===== src/rtl/twrtc_pkg.sv =====
package twrtc_pkg;

  localparam int BITS_PER_BYTE = 8;

  // step counts of the transaction phases
  localparam logic [5:0] TX_READ_STEPS  = 6'(2 * BITS_PER_BYTE);
  localparam logic [5:0] TX_WRITE_STEPS = 6'(4 * BITS_PER_BYTE);
  localparam logic [5:0] RX_END_STEP    = 6'(4 * BITS_PER_BYTE - 1);

  localparam logic [6:0] BCD_MAX = 7'd99;

  // action codes
  localparam logic [1:0] ACT_TICK  = 2'd0;
  localparam logic [1:0] ACT_READ  = 2'd1;
  localparam logic [1:0] ACT_WRITE = 2'd2;
  localparam logic [1:0] ACT_NOP   = 2'd3;

  typedef struct packed {
    logic        active;
    logic        reading;
    logic [5:0]  step;
    logic [15:0] tx_shift;
    logic [7:0]  rx_shift;
  } state_t;

  typedef struct packed {
    logic       chip_enable;
    logic       serial_clock;
    logic       data_out;
    logic       data_drive;
    logic       busy;
    logic       done;
    logic [7:0] read_value;
  } result_t;

  // clamp at 99, tens by multiply with reciprocal (exact below 180)
  function automatic logic [7:0] to_bcd(input logic [6:0] dec);
    logic [6:0]  v;
    logic [14:0] prod;
    logic [3:0]  tens;
    logic [6:0]  ones;
    v    = (dec > BCD_MAX) ? BCD_MAX : dec;
    prod = v * 8'd205;
    tens = prod[14:11];
    ones = v - ({3'b000, tens} << 3) - ({3'b000, tens} << 1);
    return {tens, ones[3:0]};
  endfunction

  // high nibble times ten plus low nibble, at most 165
  function automatic logic [7:0] from_bcd(input logic [7:0] bcd);
    logic [7:0] hi;
    hi = {4'b0000, bcd[7:4]};
    return (hi << 3) + (hi << 1) + {4'b0000, bcd[3:0]};
  endfunction

endpackage


===== src/rtl/three_wire_rtc_serial_master_core.sv =====
// Three-wire serial master for a real-time-clock chip. Every accepted item
// yields exactly one result item carrying the pin levels for that moment.
// A start-read or start-write item on an idle block raises chip enable;
// each tick item after that moves the link by half a serial clock. A write
// sends the command byte and then the value (clamped at 99) as BCD, LSB
// first; a read sends address plus one, releases the data line, samples
// eight bits and on the last tick reports the byte converted from BCD.
// Requests while busy, ticks while idle and action code three do nothing.
// Rate: one item per clock cycle while the result channel does not stall. An
// input register takes the item, then the sequence state and the result
// register are updated together in a single pass. The result register
// holds a finished item while the input register takes the next one.
module three_wire_rtc_serial_master_core import twrtc_pkg::*; (
  input  logic       clk_i,
  input  logic       rst_ni,
  // input channel
  input  logic       in_valid_i,
  output logic       in_stall_o,
  input  logic [1:0] action_i,
  input  logic [7:0] address_i,
  input  logic [6:0] write_value_i,
  input  logic       io_sample_i,
  // result channel
  output logic       out_valid_o,
  input  logic       out_stall_i,
  output logic       chip_enable_o,
  output logic       serial_clock_o,
  output logic       data_out_o,
  output logic       data_drive_o,
  output logic       busy_res_o,
  output logic       done_res_o,
  output logic [7:0] read_value_o
);

  // input register
  logic       in_valid_q;
  logic [1:0] action_q;
  logic [7:0] address_q;
  logic [6:0] write_value_q;
  logic       io_sample_q;

  // sequence state and result register
  state_t     state_q, state_d;
  result_t    res_q, res_d;
  logic       out_valid_q;

  logic       out_free;
  logic       advance;

  // result register can take a new item when empty or being drained
  assign out_free   = !out_valid_q || !out_stall_i;
  assign advance    = in_valid_q && out_free;
  assign in_stall_o = in_valid_q && !out_free;

  twrtc_step u_step (
    .action_i      (action_q),
    .address_i     (address_q),
    .write_value_i (write_value_q),
    .io_sample_i   (io_sample_q),
    .state_i       (state_q),
    .state_o       (state_d),
    .res_o         (res_d)
  );

  // control and sequence state
  always_ff @(posedge clk_i or negedge rst_ni) begin
    if (!rst_ni) begin
      in_valid_q  <= 1'b0;
      out_valid_q <= 1'b0;
      state_q     <= '0;
    end else begin
      if (!in_stall_o) begin
        in_valid_q <= in_valid_i;
      end
      if (advance) begin
        state_q     <= state_d;
        out_valid_q <= 1'b1;
      end else if (!out_stall_i) begin
        out_valid_q <= 1'b0;
      end
    end
  end

  // payload registers
  always_ff @(posedge clk_i) begin
    if (in_valid_i && !in_stall_o) begin
      action_q      <= action_i;
      address_q     <= address_i;
      write_value_q <= write_value_i;
      io_sample_q   <= io_sample_i;
    end
    if (advance) begin
      res_q <= res_d;
    end
  end

  assign out_valid_o    = out_valid_q;
  assign chip_enable_o  = res_q.chip_enable;
  assign serial_clock_o = res_q.serial_clock;
  assign data_out_o     = res_q.data_out;
  assign data_drive_o   = res_q.data_drive;
  assign busy_res_o     = res_q.busy;
  assign done_res_o     = res_q.done;
  assign read_value_o   = res_q.read_value;

  // the step counter never runs past the final tick of a write transaction
  a_step_range: assert property (@(posedge clk_i) disable iff (!rst_ni)
    state_q.step <= TX_WRITE_STEPS)
    else $error("step counter out of range");

  // the ending item releases every pin and clears busy
  a_done_idle: assert property (@(posedge clk_i) disable iff (!rst_ni)
    out_valid_o && done_res_o |-> !busy_res_o && !chip_enable_o && !data_drive_o)
    else $error("done item with pins still active");

  // a received value only appears with done
  a_value_done: assert property (@(posedge clk_i) disable iff (!rst_ni)
    out_valid_o && !done_res_o |-> read_value_o == 8'd0)
    else $error("read value outside done item");

  // the data line is only driven inside a transaction
  a_drive_ce: assert property (@(posedge clk_i) disable iff (!rst_ni)
    out_valid_o && data_drive_o |-> chip_enable_o && busy_res_o)
    else $error("data driven without chip enable");

endmodule


===== src/rtl/twrtc_step.sv =====
module twrtc_step import twrtc_pkg::*; (
  input  logic [1:0] action_i,
  input  logic [7:0] address_i,
  input  logic [6:0] write_value_i,
  input  logic       io_sample_i,
  input  state_t     state_i,
  output state_t     state_o,
  output result_t    res_o
);

  logic [5:0] tx_len;
  logic [7:0] addr_inc;
  logic [2:0] rx_idx;

  assign tx_len   = state_i.reading ? TX_READ_STEPS : TX_WRITE_STEPS;
  assign addr_inc = address_i + 8'd1;
  assign rx_idx   = state_i.step[3:1];

  always_comb begin
    state_o = state_i;
    res_o   = '0;
    if (!state_i.active) begin
      if (action_i == ACT_READ || action_i == ACT_WRITE) begin
        state_o.active   = 1'b1;
        state_o.reading  = (action_i == ACT_READ);
        state_o.step     = '0;
        state_o.rx_shift = '0;
        state_o.tx_shift = (action_i == ACT_READ) ? {8'h00, addr_inc}
                                                  : {to_bcd(write_value_i), address_i};
        res_o.chip_enable = 1'b1;
        res_o.data_drive  = 1'b1;
      end
    end else if (action_i == ACT_TICK) begin
      if (state_i.step < tx_len) begin
        // send phase: data with sclk low, then sclk high
        res_o.chip_enable  = 1'b1;
        res_o.data_drive   = 1'b1;
        res_o.data_out     = state_i.tx_shift[state_i.step[4:1]];
        res_o.serial_clock = state_i.step[0];
        state_o.step       = state_i.step + 6'd1;
      end else if (state_i.reading && state_i.step < RX_END_STEP) begin
        // receive phase: sample on even steps, pulse on odd steps
        res_o.chip_enable = 1'b1;
        if (!state_i.step[0]) begin
          if (io_sample_i) begin
            state_o.rx_shift[rx_idx] = 1'b1;
          end
        end else begin
          res_o.serial_clock = 1'b1;
        end
        state_o.step = state_i.step + 6'd1;
      end else begin
        res_o.done       = 1'b1;
        res_o.read_value = state_i.reading ? from_bcd(state_i.rx_shift) : 8'd0;
        state_o.active   = 1'b0;
        state_o.reading  = 1'b0;
        state_o.step     = '0;
      end
    end
    res_o.busy = state_o.active;
  end

endmodule


===== config.mk =====
export PLATFORM = sky130hd
export DESIGN_NAME = three_wire_rtc_serial_master_core
export DESIGN_NICKNAME = d
export VERILOG_FILES = /design/src/rtl/twrtc_pkg.sv /design/src/rtl/three_wire_rtc_serial_master_core.sv /design/src/rtl/twrtc_step.sv
export SDC_FILE = /design/constraint.sdc
export NUM_CORES = 1
export LEC_CHECK = 0
export BUFFER_PORTS_ARGS = -buffer_cell sky130_fd_sc_hd__buf_2
export CAP_MARGIN = 20
export CORE_ASPECT_RATIO = 0.7
export CORE_MARGIN = 2
export CORE_UTILIZATION = 50
export CTS_BUF_LIST = sky130_fd_sc_hd__clkbuf_16
export DETAILED_ROUTE_END_ITERATION = 12
export PLACE_DENSITY = 0.69
export SLEW_MARGIN = 0
export SYNTH_ARGS = -nofsm -noshare
export SYNTH_HDL_FRONTEND = slang
export SYNTH_SLANG_ARGS = --single-unit

===== constraint.sdc =====
create_clock -name clk_i -period 5.55 [get_ports clk_i]
set_input_delay 0.8325 -clock clk_i [delete_from_list [all_inputs] [get_ports clk_i]]
set_output_delay 0.8325 -clock clk_i [all_outputs]
set_load 0.02 [all_outputs]

# After elaboration in Yosys (flattened, before gate mapping)
# Index checks and enable logic that the tools add are counted.
[totals]
word_cells = 97
in_bits = 22
regBits = 66
out_inout_bits = 16
[op_classes]
addsub = 6
mux = 32
reduce_logical = 21
n_bitwise = 4
order_cmp = 6
multipliers = 1
eq_ne = 9
[ops]
columns = ["cell", "count"]
rows = [
  ["2-to-1 mux 8 bit", 9],
  ["2-to-1 mux 32 bit", 1],
  ["2-to-1 mux 6 bit", 3],
  ["2-to-1 mux 16 bit", 1],
  ["multiplier 7 x 8 -> 15 bit (second input constant)", 1],
  ["2-to-1 mux 2 bit", 5],
  ["2-to-1 mux 9 bit", 1],
  ["AND reduction 3 bit", 3],
  ["adder 7 x 5 -> 8 bit", 1],
  ["adder 8 x 1 -> 8 bit (second input constant)", 1],
  ["adder 8 x 4 -> 8 bit", 1],
  ["2-to-1 mux 1 bit", 8],
  ["inequality test 2 bit (second input constant)", 4],
  ["bitwise OR 8 bit", 1],
  ["subtractor 4 bit", 2],
  ["> comparator 7 bit (second input constant)", 1],
  ["2-to-1 mux 7 bit", 1],
  ["AND reduction 7 bit", 1],
  ["adder 6 x 1 -> 6 bit (second input constant)", 1],
  ["< comparator 6 x 5 -> 1 bit (second input constant)", 1],
  ["< comparator 6 bit", 1],
  ["inequality test 2 x 1 -> 1 bit (second input constant)", 3],
  ["logical AND 1 bit", 5],
  ["< comparator 4 x 5 -> 1 bit (second input constant)", 1],
  ["other kinds (16)", 22],
]

# Depth between registers and ports, before layout
# Gate-level depths: netlist (run 1).
[depth]
ltp_word = 11
depth_mapped = 20
ltp_nobuf = 20

# Modules after synthesis
# A second synthesis (run 1) with hierarchy kept.
[unflattened]
hier_cells = 378
area_unflattened_um2 = 4371.7
[by_module_without_submodules]
columns = ["module", "seq_area_each_um2", "n_inst", "area_per_inst_um2", "cells_per_inst"]
rows = [
  ["three_wire_rtc_serial_master_core", 1811.7, 1, 2253.4, 107],
  ["twrtc_step", 0.0, 1, 2118.3, 271],
]

# Worst setup path after synthesis (run 1)
# No wires, ideal clock.
[synth_path]
path_kind = "register -> register"
from = "reg write_value_q[3]"
to = "reg state_q[19] (netlist name)"
setup_slack_ns = 0.766
arrival_time_ns = 4.663
stages_incl_launch_ff = 21
n_path_buf = 0
period_less_slack_ns = 4.784
setup_time_ns = 0.121
required_ns = 5.429
path_cell_list = "edfxtp_1 nor3_1 nor2_1 nor2_1 inv_1 ha_1 inv_1 fa_1 inv_1 fa_1 ha_1 ha_1 and2_1 o21ai_0 a21o_2 or2_2 a21oi_1 ha_1 a221oi_2 xnor3_1 a22o_1"
[synth_via]
elab_chain_cells = 6
[synth_rtl]
columns = ["element", "line", "source"]
rows = [
  ["from (decl)", "three_wire_rtc_serial_master_core.sv:39", "logic [6:0] write_value_q;"],
  ["from (signal assigned)", "three_wire_rtc_serial_master_core.sv:89", "write_value_q <= write_value_i;"],
  ["> comparator 7 bit", "twrtc_pkg.sv:42", "v = (dec > BCD_MAX) ? BCD_MAX : dec;"],
  ["2-to-1 mux 7 bit (*)", "twrtc_pkg.sv:42", ""],
  ["multiplier 7 x 8 -> 15 bit", "twrtc_pkg.sv:43", "prod = v * 8'd205;"],
  ["subtractor 4 bit", "twrtc_pkg.sv:45", "ones = v - ({3'b000, tens} << 3) - ({3'b000, tens} << 1);"],
  ["subtractor 4 bit (*)", "twrtc_pkg.sv:45", ""],
  ["2-to-1 mux 16 bit (*)", "twrtc_step.sv:28", "state_o.tx_shift = (action_i == ACT_READ) ? {8'h00, addr_inc}"],
  ["to (signal assigned)", "three_wire_rtc_serial_master_core.sv:76", "state_q <= state_d;"],
  ["to (decl)", "three_wire_rtc_serial_master_core.sv:43", "state_t state_q, state_d;"],
]
# Every way passes the cells marked *; elsewhere a longest branch is shown, timed or not.
# A chain may end at the register's enable or synchronous reset.

# Worst setup path in the final report (run 1)
[layout_path]
from = "reg write_value_q[5]"
to = "reg state_q[19] (netlist name)"
# Same word-level chain as after synthesis.

==> impl_metrics.ini, run 1 <==
[outcome]
outcome = completed

[logic_synthesis]
ys_ff_latch = 66
yosysSeqAreaShare_pct = 45.1
synth-simple-area-share_pct = 12.8
synthFlopType = dfrtp_1
yosysTopAreaCellShare_pct = 23.9
synth_fa_ha_area_share_pct = 20.2
synth-xor-area-share_pct = 3.39
synth_top_family_by_area = adder cells
synth_area_leaders = edfxtp_1, dfrtp_1, ha_1
synth_compound_area_share_pct = 13.1
synth.distinct_cells = 53
ys_async_sr_fraction_pct = 51.5
synth_edf_count = 32
avgSynthCellArea_um2 = 11.2
syn_nets = 440
yosysTopAreaCell = edfxtp_1
muxShareOfSynthArea_pct = 2.15
synth_warnings = 0
netlist_area_mm2 = 0.00402
synthCells = 359

[critical_path]
start_kind = register
crit_fanout = 6
crit_path_end_kind = register
arrival_ns = 5.49
startpoint = write_value_q[5]$_DFFE_PP_
required_ns = 5.76
critPathKind = register to register
r2r-start = write_value_q[5]$_DFFE_PP_

[route]
routed_wl_um = 7490
drt-initial-drc-count = 177
post-route-drc-count = 0
ant_nets = 0
viasPerCell = 5.44
vias = 2747
post_drt_wl_per_cell_um = 14.8
first_pass_iters = 4

[final_layout]
num_antenna_cells = 0
stdcell_count = 505
areaGrowthSynthToFinish_pct = 13.8
fin_nets = 480
drive_above_1_share_pct = 16.8

[cts]
post_cts_resized = 0
clock_path_buffers = 2
numCtsBuffers = 9
postCtsHoldBufs = 0
clock_latency_ns = 0.33
htree_levels = 3
cts_setup_buffers = 0
path_clk_slew_ns = 0.06
tritoncts = yes
cts.sinks = 66
root_buffer = clkbuf_16

[timing]
post-route-period-util_pct = 95.0
fin_crit_ns = 5.27
fin_tns_setup_ns = 0
slew_violations = 0
relSlewSlack_pct = 37.6
hold_viol = 0
fin_skew_ns = 0.00732
fmax_mhz = 190
tightest_slew_ns = 0.934
rsz0062_at_grt = false
setup_viol = 0

[global_route]
grt_pass1_vias = 2674
grt_max_degree = 35
antenna_found_initial = 0
grt_overflow_total = 0
grt_pass1_wl_um = 13300
grt_usage_pct = 19.2

[power_and_ir_drop]
total_power_mw = 1.64
vdd_ir_drop_max_mv = 0.193
p_leak_nw = 2.16
p_per_area_mw_per_mm2 = 358

[floorplan]
ioPinCount = 38
dieHeight_um = 79.0
die_w_um = 111
core.rowCount = 27
start_util_pct = 51.3
core_mm2 = 0.00784
die-area_mm2 = 0.00878

[min_path]
hp-start = state_q[11]$_DFFE_PN0P_
min_path_type = register to register

[run]
maxCapViolCount = 0

[placed_design]
routabilityCongestion = 0.880
dpl.hpwl_um = 5720
port-buffer-count = 37
place_inst = 489
## worst paths after layout
kind                                                end  slack, ns  depth (start not counted)
worst min register to register  state_q[11]$_DFFE_PN0P_       0.48                          2
min in group asynchronous        state_q[4]$_DFFE_PN0P_       0.59                          1
worst min-delay path            state_q[11]$_DFFE_PN0P_       0.48                          2
max in group asynchronous       state_q[17]$_DFFE_PN0P_       4.47                          1
worst max-delay path            state_q[19]$_DFFE_PN0P_       0.28                         18
worst max register to register  state_q[19]$_DFFE_PN0P_       0.28                         18
## cells in the mapped netlist (4+ instances only)
master,number
a21o_1,5
a21oi_1,17
a22o_1,5
and2_1,6
and3_1,6
clkbuf_1,8
dfrtp_1,34
edfxtp_1,32
fa_1,10
ha_1,49
inv_1,25
nand2_1,33
nand2b_1,6
nand3_1,8
nor2_1,26
nor2b_1,5
nor3_1,5
o21ai_0,17
o31ai_1,6
xnor2_1,4
xor2_1,9
## critical path, stage by stage, from the launching register on
cell and delay, ns:
edfxtp_1 0.44, nand2_1 0.15, and2_1 0.24, ha_1 0.35, inv_1 0.07, fa_1 0.53, inv_1 0.04, ha_1 0.31
fa_1 0.49, ha_1 0.29, o21a_1 0.20, o21ai_0 0.17, a21o_2 0.25, or2_2 0.27, a21oi_1 0.21, ha_1 0.31
a221oi_2 0.29, xnor3_1 0.35, a22o_1 0.20
## registers in the layout (all words and copies together) (netlist names), 2 cells and up
signal / cells
write_value_q: 7
address_q: 8
read_value_o: 8
action_q: 2
state_q: 32
## power breakdown
group	total, mW	internal [mW]	switching [mW]
Combinational	0.480	0.215	0.265
Clock	0.508	0.301	0.207
Sequential	0.648	0.598	0.0501
## layout by cell type (no fill, tap or decap), types with 4 or more instances in the layout
cell type  netlist  final
nand2_1         33     33
nor3_1           5      5
inv_1           25     26
nor2b_1          5      5
dfrtp_1         34     34
o31ai_1          6      6
a21oi_1         17     17
nand3_1          8      8
and2_1           6      6
and3_1           6      6
clkbuf_16        0      9
fa_1            10     10
xnor2_1          4      4
xor2_1           9      9
a21o_1           5      5
ha_1            49     49
edfxtp_1        32     32
buf_2            1     37
o21ai_0         17     17
nand2b_1         6      6
nor2_1          26     26
a22o_1           5      5
## cells by family after synthesis
kind of cell | after synthesis
adder cells (fa/ha/maj) | 59
AO/OA/AOI/OAI | 73
buffers and inverters | 34
flip-flops | 66
multiplexers | 6
XOR/XNOR | 14
AND/OR/NAND/NOR | 107
## stage by stage
stage                     util (%)  hold WS (ns)  setup slack [ns]  cell area, um2
after floorplan                  -         0.443             0.766            4020
after global routing          58.4         0.514            0.0125            4570
after CTS                     58.4         0.484             0.313            4570
after detailed placement      54.9         0.471             0.345            4300
final                         58.4         0.482             0.277            4570
after global placement        54.9         0.458             0.544            4300
## per-layer routing
metal / global-route usage [%] / vias to the layer above / share of wire [%]
li1: - / 1371 / -
met1: 30.5 / 1264 / 52
met2: 25.6 / 100 / 40
met3: 4.73 / 12 / 6.3
met4: 5.93 / 0 / 1.4
met5: 0 / - / 0
## cell type report
cell class                      count  area, um2
Timing Repair Buffer               38        193
Clock inverter                      7       46.3
Tap cell                          101        126
Inverter                           25       93.8
Fill cell                         662       3260
Sequential cell                    66       1810
Multi-Input combinational cell    259       2080
Clock buffer                        9        225
No activity file was read; power rests on OpenSTA's default activity.
==> inputs of run 2 (changes only) <==
--- a/config.mk
+++ b/config.mk
@@ -12,6 +12,7 @@
 export CORE_UTILIZATION = 50
 export CTS_BUF_LIST = sky130_fd_sc_hd__clkbuf_16
 export DETAILED_ROUTE_END_ITERATION = 12
+export MAX_ROUTING_LAYER = met4
 export PLACE_DENSITY = 0.69
 export SLEW_MARGIN = 0
 export SYNTH_ARGS = -nofsm -noshare
==> run 2 against run 1 <==
Critical endpoint unchanged. Clock power is essentially flat. Critical path depth is the same. First-iteration DRC count shrank 15%. Final cell count is the same. Highest routed layer unchanged. Sequential cell count is the same. Die area is the same. Wire length grew 0.12%. Register-to-register slack is essentially flat. Sequential power is essentially flat.
==> impl_metrics.ini, run 2 (synthesis gave the netlist of run 1 again) <==
[final_layout]
fin_nets = 480
drive_above_1_share_pct = 16.8
finish.utilization_pct = 58.4
top_register = state_q
stdcell_count = 505
num_antenna_cells = 0
layout_commonest_cell = ha_1
final_cell_mix = ha_1, buf_2, dfrtp_1
fin_area_mm2 = 0.00457
areaGrowthSynthToFinish_pct = 13.8
largest_reg_flops = 32

[route]
wl_met3_um = 446
ant_nets = 0
top_layer = met4
vias = 2739
wl_met1_um = 3960
drt-initial-drc-count = 150
first_pass_iters = 5
post-route-drc-count = 0
viasPerCell = 5.42
post_drt_wl_per_cell_um = 14.9
routed_wl_um = 7500
routed-wl-met2_um = 3000

[critical_path]
critPathKind = register to register
startpoint = write_value_q[5]$_DFFE_PP_
slowest_delay_ns = 0.53
critPathCapture = state_q[19]$_DFFE_PN0P_
arrival_ns = 5.48
cp_common_cell = ha_1
path_cells = nand2_1 -> and2_1 -> ha_1 -> inv_1 -> fa_1 -> inv_1 -> ha_1 -> fa_1 -> ha_1 -> o21a_1 -> o21ai_0 -> a21o_2 -> or2_2 -> a21oi_1 -> ha_1 -> a221oi_2 -> xnor3_1 -> a22o_1
r2r-start = write_value_q[5]$_DFFE_PP_
required_ns = 5.76
r2r_end = state_q[19]$_DFFE_PN0P_
crit_path_top_delay_cell = fa_1
reg2reg_slack_ns = 0.28
crit_path_end_kind = register
start_kind = register
crit_fanout = 6
r2r_cells = 18

[timing]
fin_tns_setup_ns = 0
holdWs_ns = 0.481
setup_viol = 0
relSlewSlack_pct = 37.4
post-route-period-util_pct = 95.0
fin_crit_ns = 5.27
hold_viol = 0
fin_skew_ns = 0.00745
slew_violations = 0
rsz0062_at_grt = false
fmax_mhz = 190
tightest_slew_ns = 0.936
fin_ws_ns = 0.279

[placed_design]
preCtsSetupSlack_ns = 0.345
dpl-instance-area_mm2 = 0.00430
routabilityCongestion = 0.894
port-buffer-count = 37
dpl.hpwl_um = 5720
place_inst = 489

[floorplan]
die-area_mm2 = 0.00878
start_util_pct = 51.3
ioPinCount = 38
die_w_um = 111
core.rowCount = 27
dieHeight_um = 79.0
core_mm2 = 0.00784

[power_and_ir_drop]
p_clk_share_pct = 31.1
p_leak_nw = 2.16
vdd_ir_drop_max_mv = 0.193
intPower_mw = 1.11
comb_power_share_pct = 29.3
p_seq_share_pct = 39.6
swShare_pct = 32.0
total_power_mw = 1.64
p_per_area_mw_per_mm2 = 358
switchingPower_mw = 0.523

[cts]
root_buffer = clkbuf_16
htree_levels = 3
clock_latency_ns = 0.33
post_cts_resized = 0
postCtsHoldBufs = 0
numCtsBuffers = 9
tritoncts = yes
path_clk_slew_ns = 0.06
cts.sinks = 66
clock_path_buffers = 2
cts_setup_buffers = 0

[global_route]
antenna_found_initial = 0
grt_pass1_vias = 2675
grt_pass1_wl_um = 13300
grt_overflow_total = 0
grt_usage_pct = 19.7
grt_max_degree = 35

[min_path]
min_path_type = register to register
whs_path_depth = 2

[outcome]
outcome = completed

[run]
maxCapViolCount = 0
run 2: cell counts in the layout (fill, tap and decap cells not counted):
Identical to the previous run, type by type.
run 2: layout make-up:
cell class	count	area (um2)
clock inverters	7	46.3
well taps	101	126
multi-input cells	259	2080
repair buffers	38	193
fillers	662	3260
flip-flops and latches	66	1810
inverters	25	93.8
clock buffers	9	225
run 2: worst min path at each step:
stage                             from                      end
5_1_grt        state_q[18]$_DFFE_PN0P_  state_q[18]$_DFFE_PN0P_
6_report       state_q[13]$_DFFE_PN0P_  state_q[13]$_DFFE_PN0P_
2_1_floorplan  state_q[18]$_DFFE_PN0P_  state_q[18]$_DFFE_PN0P_
3_3_place_gp   state_q[22]$_DFFE_PN0P_  state_q[22]$_DFFE_PN0P_
3_5_place_dp   state_q[13]$_DFFE_PN0P_  state_q[13]$_DFFE_PN0P_
4_1_cts        state_q[13]$_DFFE_PN0P_  state_q[13]$_DFFE_PN0P_
run 2: worst max-delay path: cells and delay by family, from the launching register on:
family | cells | cell delay (ns)
DFF | 1 | 0.44
buffers and inverters | 2 | 0.11
and+or+nand+nor | 3 | 0.66
adders and majority gates | 6 | 2.28
AOI/OAI and AO/OA | 6 | 1.32
xor gates and xnor gates | 1 | 0.35
run 2: per-layer routing:
metal / up-vias / global-route usage (%)
met5: - / -
li1: 1371 / -
met4: 0 / 6.30
met2: 96 / 25.7
met1: 1262 / 30.5
met3: 10 / 4.27
run 2: power groups by stage:
stage,clock [mW],sequential [mW],combinational (mW)
2_1_floorplan,0,0.651,0.355
3_3_place_gp,0,0.653,0.457
3_5_place_dp,0,0.657,0.472
4_1_cts,0.514,0.649,0.478
5_1_grt,0.548,0.660,0.543
6_report,0.508,0.648,0.480
==> inputs of run 3 (changes only) <==
--- a/config.mk
+++ b/config.mk
@@ -14,6 +14,7 @@
 export DETAILED_ROUTE_END_ITERATION = 12
 export MAX_ROUTING_LAYER = met4
 export PLACE_DENSITY = 0.69
+export REMOVE_ABC_BUFFERS = 1
 export SLEW_MARGIN = 0
 export SYNTH_ARGS = -nofsm -noshare
 export SYNTH_HDL_FRONTEND = slang
==> run 3 against run 2 <==
First-iteration DRC count increased by 66%. Sequential power about the same. Worst hold slack got worse by 0.0045 ns. Final cell count increased by 0.59%. Cell area increased by 1.8%. Setup slack improved by 0.022 ns. Clock power increased by 23%. Sequential share of layout area decreased by 0.68 points. Core utilization increased by 1.0 points. Sequential cell count unchanged. Die area unchanged. Largest power group unchanged. Highest routed layer unchanged.
==> impl_metrics.ini, run 3 (synthesis gave the netlist of run 1 again) <==
[power_and_ir_drop]
vdd_ir_drop_max_mv = 0.267
intPower_mw = 1.23
p_per_area_mw_per_mm2 = 377
switchingPower_mw = 0.524
p_seq_share_pct = 37.0
swShare_pct = 29.9
p_leak_nw = 2.21
p_clk_share_pct = 35.6
comb_power_share_pct = 27.5

[placed_design]
dpl.hpwl_um = 5850
routabilityCongestion = 0.918
port-buffer-count = 37

[cts]
root_buffer = clkbuf_16
path_clk_slew_ns = 0.05
htree_levels = 3
cts.sinks = 66
clock_latency_ns = 0.34
numCtsBuffers = 9
postCtsHoldBufs = 0
clock_path_buffers = 2
cts_setup_buffers = 0
tritoncts = yes
post_cts_resized = 0

[timing]
relSlewSlack_pct = 38.1
fin_tns_setup_ns = 0
post-route-period-util_pct = 94.6
slew_violations = 0
setup_viol = 0
fin_crit_ns = 5.25
tightest_slew_ns = 0.926
holdWs_ns = 0.477
fmax_mhz = 191
fin_skew_ns = 0.00701
rsz0062_at_grt = false
hold_viol = 0

[final_layout]
top_register = state_q
layout_commonest_cell = ha_1
nFillCells = 639
final-seq-area_mm2 = 0.00181
areaGrowthSynthToFinish_pct = 15.8
multi_input_area_mm2 = 0.00208
num_antenna_cells = 0
fin_nets = 483
final_cell_mix = ha_1, buf_2, dfrtp_1
drive_above_1_share_pct = 17.2
finish.utilization_pct = 59.4
largest_reg_flops = 32

[floorplan]
core_mm2 = 0.00784
core.rowCount = 27
die_w_um = 111
dieHeight_um = 79.0
ioPinCount = 38
die-area_mm2 = 0.00878
start_util_pct = 51.3

[route]
routed_wl_um = 7740
drt-initial-drc-count = 249
post_drt_wl_per_cell_um = 15.2
post-route-drc-count = 0
ant_nets = 0
viasPerCell = 5.42
vias = 2754
first_pass_iters = 4

[global_route]
antenna_found_initial = 0
grt_max_degree = 35
grt_usage_pct = 20.5
grt_pass1_wl_um = 13500
grt_overflow_total = 0
grt_pass1_vias = 2749

[critical_path]
crit_fanout = 6
startpoint = write_value_q[5]$_DFFE_PP_
crit_path_end_kind = register
critPathKind = register to register
r2r-start = write_value_q[5]$_DFFE_PP_
required_ns = 5.77
arrival_ns = 5.47
start_kind = register

[min_path]
min_path_type = register to register
hp-start = state_q[14]$_DFFE_PN0P_

[outcome]
outcome = completed

[run]
maxCapViolCount = 0
[run 3: changes by cell type in the layout (fill, tap and decap cells not counted)]
cell        delta
clkinv_1       +1
clkinv_4       -1
buf_4          +3
bufinv_16      +2
clkinv_2       -2
clkbuf_16      +1
clkinvlp_4     -1
inv_6          -1
inv_2          +1
[run 3: worst max-delay path, stage by stage (launching register included)]
cell and delay (ns):
edfxtp_1 0.44, nand2_1 0.17, and2_1 0.25, ha_1 0.33, inv_1 0.07, fa_1 0.53, inv_1 0.04, ha_1 0.31
fa_1 0.48, ha_1 0.31, o21a_1 0.21, o21ai_0 0.18, a21o_2 0.25, or2_2 0.27, a21oi_1 0.19, ha_1 0.30
a221oi_2 0.28, xnor3_1 0.34, a22o_1 0.20
[run 3: final timing paths]
kind	endpoint	slack [ns]	depth (start not counted)
setup / recovery	state_q[19]$_DFFE_PN0P_	0.30	18
hold / removal	state_q[14]$_DFFE_PN0P_	0.48	2
setup reg to reg	state_q[19]$_DFFE_PN0P_	0.30	18
hold reg to reg	state_q[14]$_DFFE_PN0P_	0.48	2
max in group asynchronous	state_q[15]$_DFFE_PN0P_	4.50	1
min in group asynchronous	state_q[31]$_DFFE_PN0P_	0.56	1
[run 3: per-layer routing]
| metal | vias to the layer above | routed length [um] | GRT usage, % |
|---|---|---|---|
| li1 | 1376 | - | - |
| met1 | 1294 | 3970 | 29.5 |
| met2 | 76 | 3200 | 28.4 |
| met3 | 8 | 515 | 7.18 |
| met4 | 0 | 53 | 4.07 |
| met5 | - | 0 | - |
[run 3: layout make-up]
cell class | count | share of cell area (%)
multi-input combinational | 259 | 44.7
tap | 101 | 2.72
clock inverter | 6 | 1.69
inverter | 25 | 2.02
sequential | 66 | 38.9
timing repair buffer | 41 | 4.62
clock buffer | 10 | 5.38
[run 3: power groups by stage]
stage / Clock, mW / Combinational (mW) / Sequential, mW
2_1_floorplan: 0 / 0.352 / 0.653
3_3_place_gp: 0 / 0.456 / 0.654
3_5_place_dp: 0 / 0.473 / 0.656
4_1_cts: 0.632 / 0.479 / 0.648
5_1_grt: 0.655 / 0.550 / 0.658
6_report: 0.624 / 0.482 / 0.649
[run 3: through the flow]
| stage | area (um2) | std cells | setup slack [ns] | power, mW |
|---|---|---|---|---|
| after CTS | 4630 | 505 | 0.348 | 1.76 |
| after global routing | 4650 | 508 | 0.0115 | 1.86 |
| after detailed placement | 4300 | 489 | 0.395 | 1.13 |
| final | 4650 | 508 | 0.301 | 1.75 |
| after global placement | 4300 | 489 | 0.543 | 1.11 |
| after floorplan | 3980 | 350 | 0.699 | 1.00 |
